--- config.mk ---
export PLATFORM = sky130hd
export DESIGN_NAME = adpcm_block_decoder
export DESIGN_NICKNAME = d
export VERILOG_FILES = /design/src/rtl/abd_pkg.sv /design/src/rtl/abd_mac.sv /design/src/rtl/adpcm_block_decoder.sv
export SDC_FILE = /design/constraint.sdc
export NUM_CORES = 1
export LEC_CHECK = 0
export ABC_AREA = 1
export BUFFER_PORTS_ARGS = -buffer_cell sky130_fd_sc_hd__clkbuf_2
export CORE_UTILIZATION = 55
export DETAILED_ROUTE_END_ITERATION = 10
export GPL_TIMING_DRIVEN = 0
export PLACE_DENSITY = 0.81
export SYNTH_ARGS = -nofsm -noshare
export SYNTH_HDL_FRONTEND = slang
export SYNTH_SLANG_ARGS = --single-unit
--- constraint.sdc ---
create_clock -name clock -period 12.3 [get_ports clock]
set_input_delay 2.46 -clock clock [delete_from_list [all_inputs] [get_ports clock]]
set_output_delay 2.46 -clock clock [all_outputs]
set_load 0.02 [all_outputs]
--- src/rtl/abd_pkg.sv ---
// Package for the ADPCM block decoder: widths, predictor coefficient
// tables and the control struct of the shared multiply-accumulate unit.
// No dependencies.
package abd_pkg;

   // Accumulator width: nibble term << 6 plus both taps stays below 2^24
   localparam int ACC_W = 26;
   localparam int COEF_W = 8;
   localparam int SAMPLE_W = 16;
   localparam int FRAC_W = 6;
   localparam int ROUND_VAL = 32;

   // Control of the multiply-accumulate unit
   typedef struct packed {
      logic en;     // update the accumulator
      logic load;   // start from the init value instead of the accumulator
   } mac_ctrl_type;

   // Coefficient applied to the newest sample
   function automatic logic signed [COEF_W-1:0] coef_a(input logic [3:0] idx);
      logic signed [COEF_W-1:0] c;
      case (idx)
         4'd1:    c = 8'sd60;
         4'd2:    c = 8'sd115;
         4'd3:    c = 8'sd98;
         4'd4:    c = 8'sd122;
         default: c = 8'sd0;
      endcase
      return c;
   endfunction

   // Coefficient applied to the older sample
   function automatic logic signed [COEF_W-1:0] coef_b(input logic [3:0] idx);
      logic signed [COEF_W-1:0] c;
      case (idx)
         4'd2:    c = -8'sd52;
         4'd3:    c = -8'sd55;
         4'd4:    c = -8'sd60;
         default: c = 8'sd0;
      endcase
      return c;
   endfunction

endpackage

--- src/rtl/abd_mac.sv ---
// Shared multiply-accumulate unit of the ADPCM block decoder.
// One signed coefficient times one history sample per cycle. Uses abd_pkg.
module abd_mac (
   input  logic                                 clock,
   input  abd_pkg::mac_ctrl_type                ctrl,
   input  logic signed [abd_pkg::ACC_W-1:0]     init,
   input  logic signed [abd_pkg::COEF_W-1:0]    coef,
   input  logic signed [abd_pkg::SAMPLE_W-1:0]  operand,
   output logic signed [abd_pkg::ACC_W-1:0]     acc
);

   localparam int PROD_W = abd_pkg::COEF_W + abd_pkg::SAMPLE_W;

   logic signed [PROD_W-1:0]         product;
   logic signed [abd_pkg::ACC_W-1:0] product_ext;
   logic signed [abd_pkg::ACC_W-1:0] acc_ff;
   logic signed [abd_pkg::ACC_W-1:0] acc_in;

   // one multiply, one add
   assign product     = coef * operand;
   assign product_ext = {{(abd_pkg::ACC_W-PROD_W){product[PROD_W-1]}}, product};
   assign acc_in      = (ctrl.load ? init : acc_ff) + product_ext;

   always_ff @(posedge clock) begin
      if (ctrl.en) begin
         acc_ff <= acc_in;
      end
   end

   assign acc = acc_ff;

endmodule

--- src/rtl/adpcm_block_decoder.sv ---
// Top level of the 4-bit ADPCM block decoder: sequencer, history and
// output register around the shared multiply-accumulate unit (abd_mac).
// Uses abd_pkg.
//
// Usage:
//   Input channel req_*: req_action 0 carries a block header word (low byte
//   sets shift amount and predictor index), req_action 1 a data word of
//   four nibbles. An item is taken when req_valid is high and req_stall low.
//   Result channel rsp_*: four samples per data word, lowest nibble first,
//   rsp_last marks the fourth. A sample is taken when rsp_valid is high and
//   rsp_stall low.
// Sequence:
//   A header is taken in IDLE and gives no result. A data word holds the
//   input stalled until its fourth sample is loaded into the output
//   register: each sample needs two passes through the single
//   multiplier (one per prediction tap) and an EMIT step to saturate and load
//   the output register, in the order TAP_A, TAP_B, EMIT.
// Stalls: a held result keeps its value; the next sample waits in the
//   accumulator until the output register is free.
// Reset: clears shift, predictor index and both history samples to zero
//   and drops rsp_valid.
module adpcm_block_decoder (
   input  logic                                 clock,
   input  logic                                 reset,
   input  logic                                 req_valid,
   output logic                                 req_stall,
   input  logic                                 req_action,
   input  logic [15:0]                          req_word,
   output logic                                 rsp_valid,
   input  logic                                 rsp_stall,
   output logic signed [abd_pkg::SAMPLE_W-1:0]  rsp_sample,
   output logic                                 rsp_last
);

   localparam int ACC_W = abd_pkg::ACC_W;
   localparam int SW    = abd_pkg::SAMPLE_W;
   localparam int QW    = ACC_W - abd_pkg::FRAC_W;
   localparam int TW    = SW + abd_pkg::FRAC_W;
   localparam logic signed [ACC_W-1:0] ROUND   = ACC_W'(abd_pkg::ROUND_VAL);
   localparam logic signed [QW-1:0]    SAT_MAX = QW'(32767);
   localparam logic signed [QW-1:0]    SAT_MIN = -QW'(32768);

   typedef enum logic [1:0] {
      IDLE,
      TAP_A,
      TAP_B,
      EMIT
   } state_type;

   state_type                state_ff;
   logic [3:0]               shift_ff;
   logic [3:0]               pidx_ff;
   logic signed [SW-1:0]     hist_new_ff;
   logic signed [SW-1:0]     hist_old_ff;
   logic [15:0]              word_ff;
   logic [1:0]               nib_ff;
   logic                     rsp_valid_ff;
   logic signed [SW-1:0]     rsp_sample_ff;
   logic                     rsp_last_ff;

   logic [15:0]              word_sh;
   logic signed [SW-1:0]     nib_ext;
   logic signed [SW-1:0]     term;
   logic signed [ACC_W-1:0]  init;
   abd_pkg::mac_ctrl_type    mac_ctrl;
   logic signed [abd_pkg::COEF_W-1:0] mac_coef;
   logic signed [SW-1:0]     mac_operand;
   logic signed [ACC_W-1:0]  acc;
   logic signed [QW-1:0]     acc_q;
   logic signed [SW-1:0]     pcm;
   logic                     out_free;
   logic                     req_take;

   // nibble term: nibble at bit 12, arithmetic shift right
   assign word_sh = word_ff >> {nib_ff, 2'b00};
   assign nib_ext = {word_sh[3:0], 12'd0};
   assign term    = nib_ext >>> shift_ff;
   assign init    = {{(ACC_W-TW){term[SW-1]}}, term, {abd_pkg::FRAC_W{1'b0}}} + ROUND;

   // shared unit control: newest tap first, then older tap
   always_comb begin
      mac_ctrl    = '0;
      mac_coef    = abd_pkg::coef_a(pidx_ff);
      mac_operand = hist_new_ff;
      case (state_ff)
         TAP_A: begin
            mac_ctrl.en   = 1'b1;
            mac_ctrl.load = 1'b1;
         end
         TAP_B: begin
            mac_ctrl.en = 1'b1;
            mac_coef    = abd_pkg::coef_b(pidx_ff);
            mac_operand = hist_old_ff;
         end
         default: begin
            mac_ctrl = '0;
         end
      endcase
   end

   abd_mac u_mac (
      .clock   (clock),
      .ctrl    (mac_ctrl),
      .init    (init),
      .coef    (mac_coef),
      .operand (mac_operand),
      .acc     (acc)
   );

   // drop fraction bits and saturate
   assign acc_q = QW'(acc >>> abd_pkg::FRAC_W);
   always_comb begin
      if (acc_q > SAT_MAX) begin
         pcm = SAT_MAX[SW-1:0];
      end else if (acc_q < SAT_MIN) begin
         pcm = SAT_MIN[SW-1:0];
      end else begin
         pcm = acc_q[SW-1:0];
      end
   end

   assign out_free = !rsp_valid_ff || !rsp_stall;
   assign req_take = req_valid && !req_stall;

   // sequencer, history and output register
   always_ff @(posedge clock) begin
      if (reset) begin
         state_ff     <= IDLE;
         shift_ff     <= '0;
         pidx_ff      <= '0;
         hist_new_ff  <= '0;
         hist_old_ff  <= '0;
         nib_ff       <= '0;
         rsp_valid_ff <= 1'b0;
      end else begin
         // EMIT owns the output register while it is in that state
         if (rsp_valid_ff && !rsp_stall && state_ff != EMIT) begin
            rsp_valid_ff <= 1'b0;
         end
         case (state_ff)
            IDLE: begin
               if (req_take) begin
                  if (req_action) begin
                     word_ff  <= req_word;
                     nib_ff   <= '0;
                     state_ff <= TAP_A;
                  end else begin
                     shift_ff <= req_word[3:0];
                     pidx_ff  <= req_word[7:4];
                  end
               end
            end
            TAP_A: begin
               state_ff <= TAP_B;
            end
            TAP_B: begin
               state_ff <= EMIT;
            end
            EMIT: begin
               if (out_free) begin
                  rsp_valid_ff  <= 1'b1;
                  rsp_sample_ff <= pcm;
                  rsp_last_ff   <= (nib_ff == 2'd3);
                  hist_old_ff   <= hist_new_ff;
                  hist_new_ff   <= pcm;
                  nib_ff        <= nib_ff + 2'd1;
                  state_ff      <= (nib_ff == 2'd3) ? IDLE : TAP_A;
               end
            end
            default: begin
               state_ff <= IDLE;
            end
         endcase
      end
   end

   assign req_stall  = (state_ff != IDLE);
   assign rsp_valid  = rsp_valid_ff;
   assign rsp_sample = rsp_sample_ff;
   assign rsp_last   = rsp_last_ff;

   // a data item always blocks the input for its four samples
   a_data_blocks: assert property (@(posedge clock) disable iff (reset)
      req_valid && !req_stall && req_action |=> req_stall)
      else $error("data item did not start the sequencer");

   // a stalled sample stays valid and unchanged until taken
   a_rsp_hold: assert property (@(posedge clock) disable iff (reset)
      rsp_valid && rsp_stall |=> rsp_valid && $stable(rsp_sample) && $stable(rsp_last))
      else $error("stalled sample changed or dropped");

   // nibble counter is back at zero whenever the sequencer is idle
   a_nib_idle: assert property (@(posedge clock) disable iff (reset)
      (state_ff == IDLE) |-> (nib_ff == 2'd0))
      else $error("nibble counter not cleared at end of word");

endmodule

# ---- After elaboration in Yosys (flattened, before gate mapping)
# Cells that the tools add are included.
dict set report word_totals {
  register_bits 104
  input_bits 21
  out_inout_bits 19
  wordCells 71
}
dict set report op_classes {
  add_sub_neg 3
  mul 1
  magnitude_cmp 2
  eq_ne 12
  shift 2
  muxes 21
  n_bitwise 2
  n_reduce_logical 17
}
# operator count
set ops {}
lappend ops {{two-way mux 16 bit} 3}
lappend ops {{one-hot mux 7 bit (4 select lines)} 1}
lappend ops {{adder 26 x 24 -> 26 bit} 1}
lappend ops {{two-way mux 26 bit} 1}
lappend ops {{multiplier 8 x 16 -> 24 bit} 1}
lappend ops {{one-hot mux 8 bit (3 select lines)} 1}
lappend ops {{adder 22 x 7 -> 23 bit (second input constant)} 1}
lappend ops {{greater-than comparator 20 x 16 -> 1 bit (second input constant)} 1}
lappend ops {{less-than comparator 20 x 16 -> 1 bit (second input constant)} 1}
lappend ops {{right shift 16 x 4 -> 4 bit} 1}
lappend ops {{>>> shifter 16 x 4 -> 16 bit} 1}
lappend ops {{two-way mux 2 bit} 6}
lappend ops {{AND reduction 3 bit} 3}
lappend ops {{== test 4 x 2 -> 1 bit (second input constant)} 2}
lappend ops {{two-way mux 8 bit} 1}
lappend ops {{inequality test 2 bit (second input constant)} 4}
lappend ops {{one-hot mux 2 bit (4 select lines)} 1}
lappend ops {{AND reduction 4 bit} 2}
lappend ops {{== test 2 bit (second input constant)} 3}
lappend ops {{two-way mux 1 bit} 6}
lappend ops {{== test 4 x 1 -> 1 bit (second input constant)} 1}
lappend ops {{== test 4 x 3 -> 1 bit (second input constant)} 1}
lappend ops {{one-hot mux 2 bit (2 select lines)} 1}
lappend ops {{nonzero test 2 bit} 2}
lappend ops {{other kinds (9)} 14}

# ---- Logic depth before layout (Yosys ltp)
dict set report logic_depth {
  ltp_word 6
  ltp_mapped 34
  mapped_depth_nobuf 33
}

# ---- By module
# Synthesis repeated with hierarchy kept, for this count alone.
dict set report unflattened {
  hier_cells 1307
  hier_area_um2 10562.6
}
# module n_inst cells_each area_per_inst_um2 seq_area_each_um2
set modules_own_cells {}
lappend modules_own_cells {abd_mac 1 866 7026.7 780.7}
lappend modules_own_cells {adpcm_block_decoder 1 441 3535.9 1891.8}

# ---- Worst setup path after synthesis
# Ideal clock, no wire load.
dict set report synth_timing {
  path_kind {register to register}
  startpoint {register state_ff[0]}
  endpoint {register u_mac.acc_ff (netlist bit u_mac.acc[20]), data pin}
  arrival_ps 5644
  t_required_ps 12040
  slack_ps 6396
  stages_incl_launch_ff 23
  path_cell_list {dfxtp_1 inv_1 ha_1 inv_1 buf_2 nor2_1 nor2_1 inv_1 nor2_1 inv_1 fa_1 inv_1 fa_1 fa_1 fa_1 ha_1 ha_1 a21oi_1 a21boi_0 nand3_2 nand3_1 nand2_1 xor2_1}
}
dict set report synth_via {
  elab_chain_cells 4
  word_cells_on_any_way 8
  classes_between {add/sub (1); mul (1); eq/ne (2); mux (4)}
}
# element line_no
set synth_rtl {}
lappend synth_rtl {{from (decl)} adpcm_block_decoder.sv:50} ;# state_type state_ff;
lappend synth_rtl {{from (signal assigned)} adpcm_block_decoder.sv:167} ;# state_ff <= (nib_ff == 2'd3) ? IDLE : TAP_A;
lappend synth_rtl {{== test 2 bit or == test 2 x 1 -> 1 bit (tied branches)} adpcm_block_decoder.sv:85} ;# case (state_ff)
lappend synth_rtl {{two-way mux 8 bit, or another cell as far along} adpcm_block_decoder.sv:85}
lappend synth_rtl {{multiplier 8 x 16 -> 24 bit or two-way mux 26 bit (tied branches)} {abd_mac.sv:20, abd_mac.sv:22}}
lappend synth_rtl {{adder 26 x 24 -> 26 bit *} abd_mac.sv:22} ;# assign acc_in = (ctrl.load ? init : acc_ff) + product_ext;
lappend synth_rtl {{net u_mac.acc_in, one bit} abd_mac.sv:17} ;# logic signed [abd_pkg::ACC_W-1:0] acc_in;
lappend synth_rtl {{to (signal assigned)} abd_mac.sv:26} ;# acc_ff <= acc_in;
lappend synth_rtl {{to (decl)} abd_mac.sv:16} ;# logic signed [abd_pkg::ACC_W-1:0] acc_ff;
# Mark *: on every way through the listed nets, which the timed path passes. The rest lies on a longest branch.
# A chain may end at the register's enable or synchronous reset.

# ---- Worst setup path in the final report
dict set report layout_timing {
  startpoint {register state_ff[0]}
  endpoint {register u_mac.acc_ff (netlist bit u_mac.acc[21]), data pin}
}
# The elaborated chain is that of the path after synthesis.

==> summary by stage <==
Status
The run finished with clean final reports.

Layout
The finished cells cover 0.01086 mm2. Excluding fillers, the count of instances in the completed layout stands at 1453. The number of nets at the end of the flow is 1439. From synthesis to final layout, the design area changed by 7.717%.

The core utilization of the finished layout is 60.47%. The sequential cells in the finished layout cover a total of 0.002673 mm2. The area of combinational cells with multiple inputs is 0.006425 mm2. The filler cell count in the final layout is 1522. 0 antenna diodes ended up in the layout. The share of layout cells above drive strength 1 is 8.578%.

Logic synthesis
After synthesis, the netlist uses 48 different library cells. The synthesized design devotes to its leading area cell type 27.00% of total area. Counting every net in the synthesized netlist gives 1388.

Ranked by total cell area, the synthesized netlist is headed by fa_1 27%, edfxtp_1 18%, dfxtp_1 8.9%. During synthesis, Yosys emitted a total of 0 warnings. The commonest cells after synthesis are 222 x inv_1, 207 x nand2_1, 136 x fa_1, 131 x nor2_1, 79 x o21ai_0. The leading area contributor after synthesis is fa_1.

inv_1 is the most common cell in the netlist. In the synthesized netlist the dominant register cell turns out to be edfxtp_1. Synthesis produced 1168 cells.

The post-synthesis sequential area ratio is 26.50%. Summing every instance area after synthesis gives 0.01008 mm2. A synthesized cell averages 8.634 um2. The share of async-settable or async-resettable flops after synthesis is 0%.

The flip-flop and latch count after synthesis is 104. The number of flops mapped to enable cells by yosys is 59.

Clocking
CTS built an H-tree with a depth of 3. The post-CTS setup buffer count is 0. Once the clock tree was built, the resizer swapped 0 gates to a different size. The clock network latency to the later pin of the worst-skew pair is 360 ps. The register clock-pin slew on the reported worst setup and hold paths is 80 ps. The number of sinks on the clock net is 104. The master cell of the clock root buffer is clkbuf_16.

The clock tree buffer depth is 2. TritonCTS built the clock tree. The number of CTS-inserted buffers is 9.

The number of hold buffers added after CTS was 0.

Routing
The via count is 7952. The first TritonRoute pass finished after 5 iterations. Using the TritonRoute via totals, the vias-per-cell ratio works out to 5.473.

After detailed routing, the average wire length per cell comes to 17.38 um. The post-route antenna net violation count is 0. The starting DRC count in detailed routing is 623. After detailed routing, the number of remaining DRC violations is 0.

For this block, the routed nets add up to 25260 um of wire.

Timing
The hold violation total from the final report is 0. The worst setup skew after layout is 15.83 ps. Summed over all failing endpoints, the final setup total negative slack is 0 ps. At the pin with the least slew margin, the transition time is 1287 ps. The worst pin sits at a relative slew slack of 13.88%. The post-layout worst setup margin is 5566 ps. Setup repair after global routing left no endpoint under its margin. The peak clock frequency supported by timing is 148.5 MHz. The total count of max-transition violations in the final report is 0. Setup violations remaining at the end of the flow were counted as 0.

The worst hold slack across all endpoints is 487.2 ps. The part of the cycle the worst path needs is 54.75%. The time the worst path needs with I/O delays and setup is 6734 ps.

Floorplan
Measured along the y axis, the die boundary spans 137.4 um. The floorplan step set the die width to 137.4 um. The starting density of the core is 56.14%. The count of standard-cell rows is 49. The core box area is 0.01796 mm2.

The number of top-level pins is 40. The area of the die is 0.01888 mm2.

Placement
The wire-length estimate of the detail-placed layout is 21480 um. The placed cell count is 1437. Routability-driven placement finished with a final weighted congestion of 0.9498. The minimum setup slack after placement is 5658 ps. In this run the tool buffered the top-level ports with 39 buffer cells. Summing all placed instances gives a cell area of 0.01058 mm2.

Power
VDD sags by at most 0.1441 mV. The internal portion of the total power is 1.344 mW. For this design the static power due to leakage is 5.388 nW. After layout, the design draws a total of 2.804 mW. Summed over all nets, the switching power comes to 1.460 mW. Sequential cells burn 21.5% of the power. In this run the power density over the cells is 258.1 mW/mm2. Of the total power, combinational logic draws 68.3%. The clock network burns 10.2% of the power. The net switching fraction of the power is 52.06%.

Worst setup path
For the worst setup path, the data arrival time is 6860 ps. STA classifies the critical path endpoint as a register. The worst setup path is launched from a register. The worst setup path startpoint is state_ff[0]. The origin of the critical flop-to-flop path is state_ff[0].

The critical path data required time is 12420 ps. For the worst flop-to-flop path, the logic depth is 24. The slack of the worst reg-to-reg path is 5570 ps. The type of the setup path with the least slack is register to register.

In this run the critical register-to-register path is captured at u_mac.acc[21]. In this run the worst path has a maximum fanout of 11.

Hold path
For hold timing, the worst endpoint is rsp_valid. The worst hold path passes through 2 cells. The startpoint identified for the worst hold timing path is rsp_valid. The min-delay analysis places its worst path in the category register to register.

GRT
The overall overflow remaining after global route is 0. The number of antenna violations at the first check in global routing is 1. Entering global routing, the biggest net connects 28 pins. The first global-routing pass estimated 41010 um of wire.

The number of global-route vias before repair is 8040. For this run, the total global-route usage over all layers was measured as 29.16%.

Run
Across the run, the number of max-cap violations was 0.
[cells by family (layout without fill, tap and decap cells)]
family	after synthesis	after routing	synth area share, %
DFF	104	104	26.50
and+or+nand+nor	419	419	17.57
xor gates and xnor gates	20	20	1.737
AOI/OAI and AO/OA	169	169	9.516
buffers and inverters	257	313	9.864
adders and majority gates	199	199	34.81
[registers in the layout (all words and copies together) (netlist names), 2 cells and up]
register     flops
hist_old_ff     16
shift_ff         4
u_mac.acc       26
word_ff         16
rsp_sample      16
pidx_ff          4
state_ff         2
nib_ff           2
hist_new_ff     16
[worst max-delay path by stage]
| stage | end | slack, ps | depth (start not counted) |
|---|---|---|---|
| detailed placement | u_mac.acc[21] | 5660 | 24 |
| CTS | u_mac.acc[21] | 5610 | 24 |
| floorplan | u_mac.acc[20] | 6400 | 22 |
| global route | u_mac.acc[20] | 5120 | 22 |
| global placement | u_mac.acc[21] | 5730 | 24 |
| finish | u_mac.acc[21] | 5570 | 24 |
[cells in the final DEF (no fill, tap or decap), types with 39 or more instances in the layout]
cell type	count
nand2_1	207
nand3_1	45
a21oi_1	61
edfxtp_1	59
fa_1	136
clkbuf_2	39
dfxtp_1	45
inv_1	222
ha_1	63
o21ai_0	79
nor2_1	130
[critical path: stages, from the launching register on]
cell      delay (ps)
dfxtp_1          430
inv_1            100
ha_1             300
inv_1             90
buf_2            260
nor2_1           100
nor2_1           140
inv_1            120
nor2_1           980
inv_1            170
fa_1             580
inv_1             60
fa_1             520
fa_1             440
fa_1             540
ha_1             240
ha_1             330
a21oi_1          240
a21boi_0         220
nand2_1           90
or2_1            290
nand2_1          100
nand2_1           50
nand2_1           50
nand2_1           50
[metal layers]
layer	track usage, %	wire [um]
met5	0	13
met2	44.64	11570
met1	39.24	10610
met4	11.48	911
met3	7.910	2151
[power by group through the flow]
stage | Sequential, mW | Clock (mW) | Combinational [mW]
detailed placement | 0.607 | 0 | 1.89
global route | 0.613 | 0.298 | 2.19
finish | 0.604 | 0.285 | 1.91
CTS | 0.600 | 0.285 | 1.91
global placement | 0.605 | 0 | 1.83
floorplan | 0.583 | 0 | 1.42
[final cells by class]
type,instances,area share (%)
timing repair buffer,40,1.900
clock buffer,9,2.073
inverter,232,8.086
sequential,104,24.60
multi-input combinational,807,59.15
tap,229,2.638
buffer,25,1.071
clock inverter,7,0.4838
No activity file was read; power rests on OpenSTA's default activity.
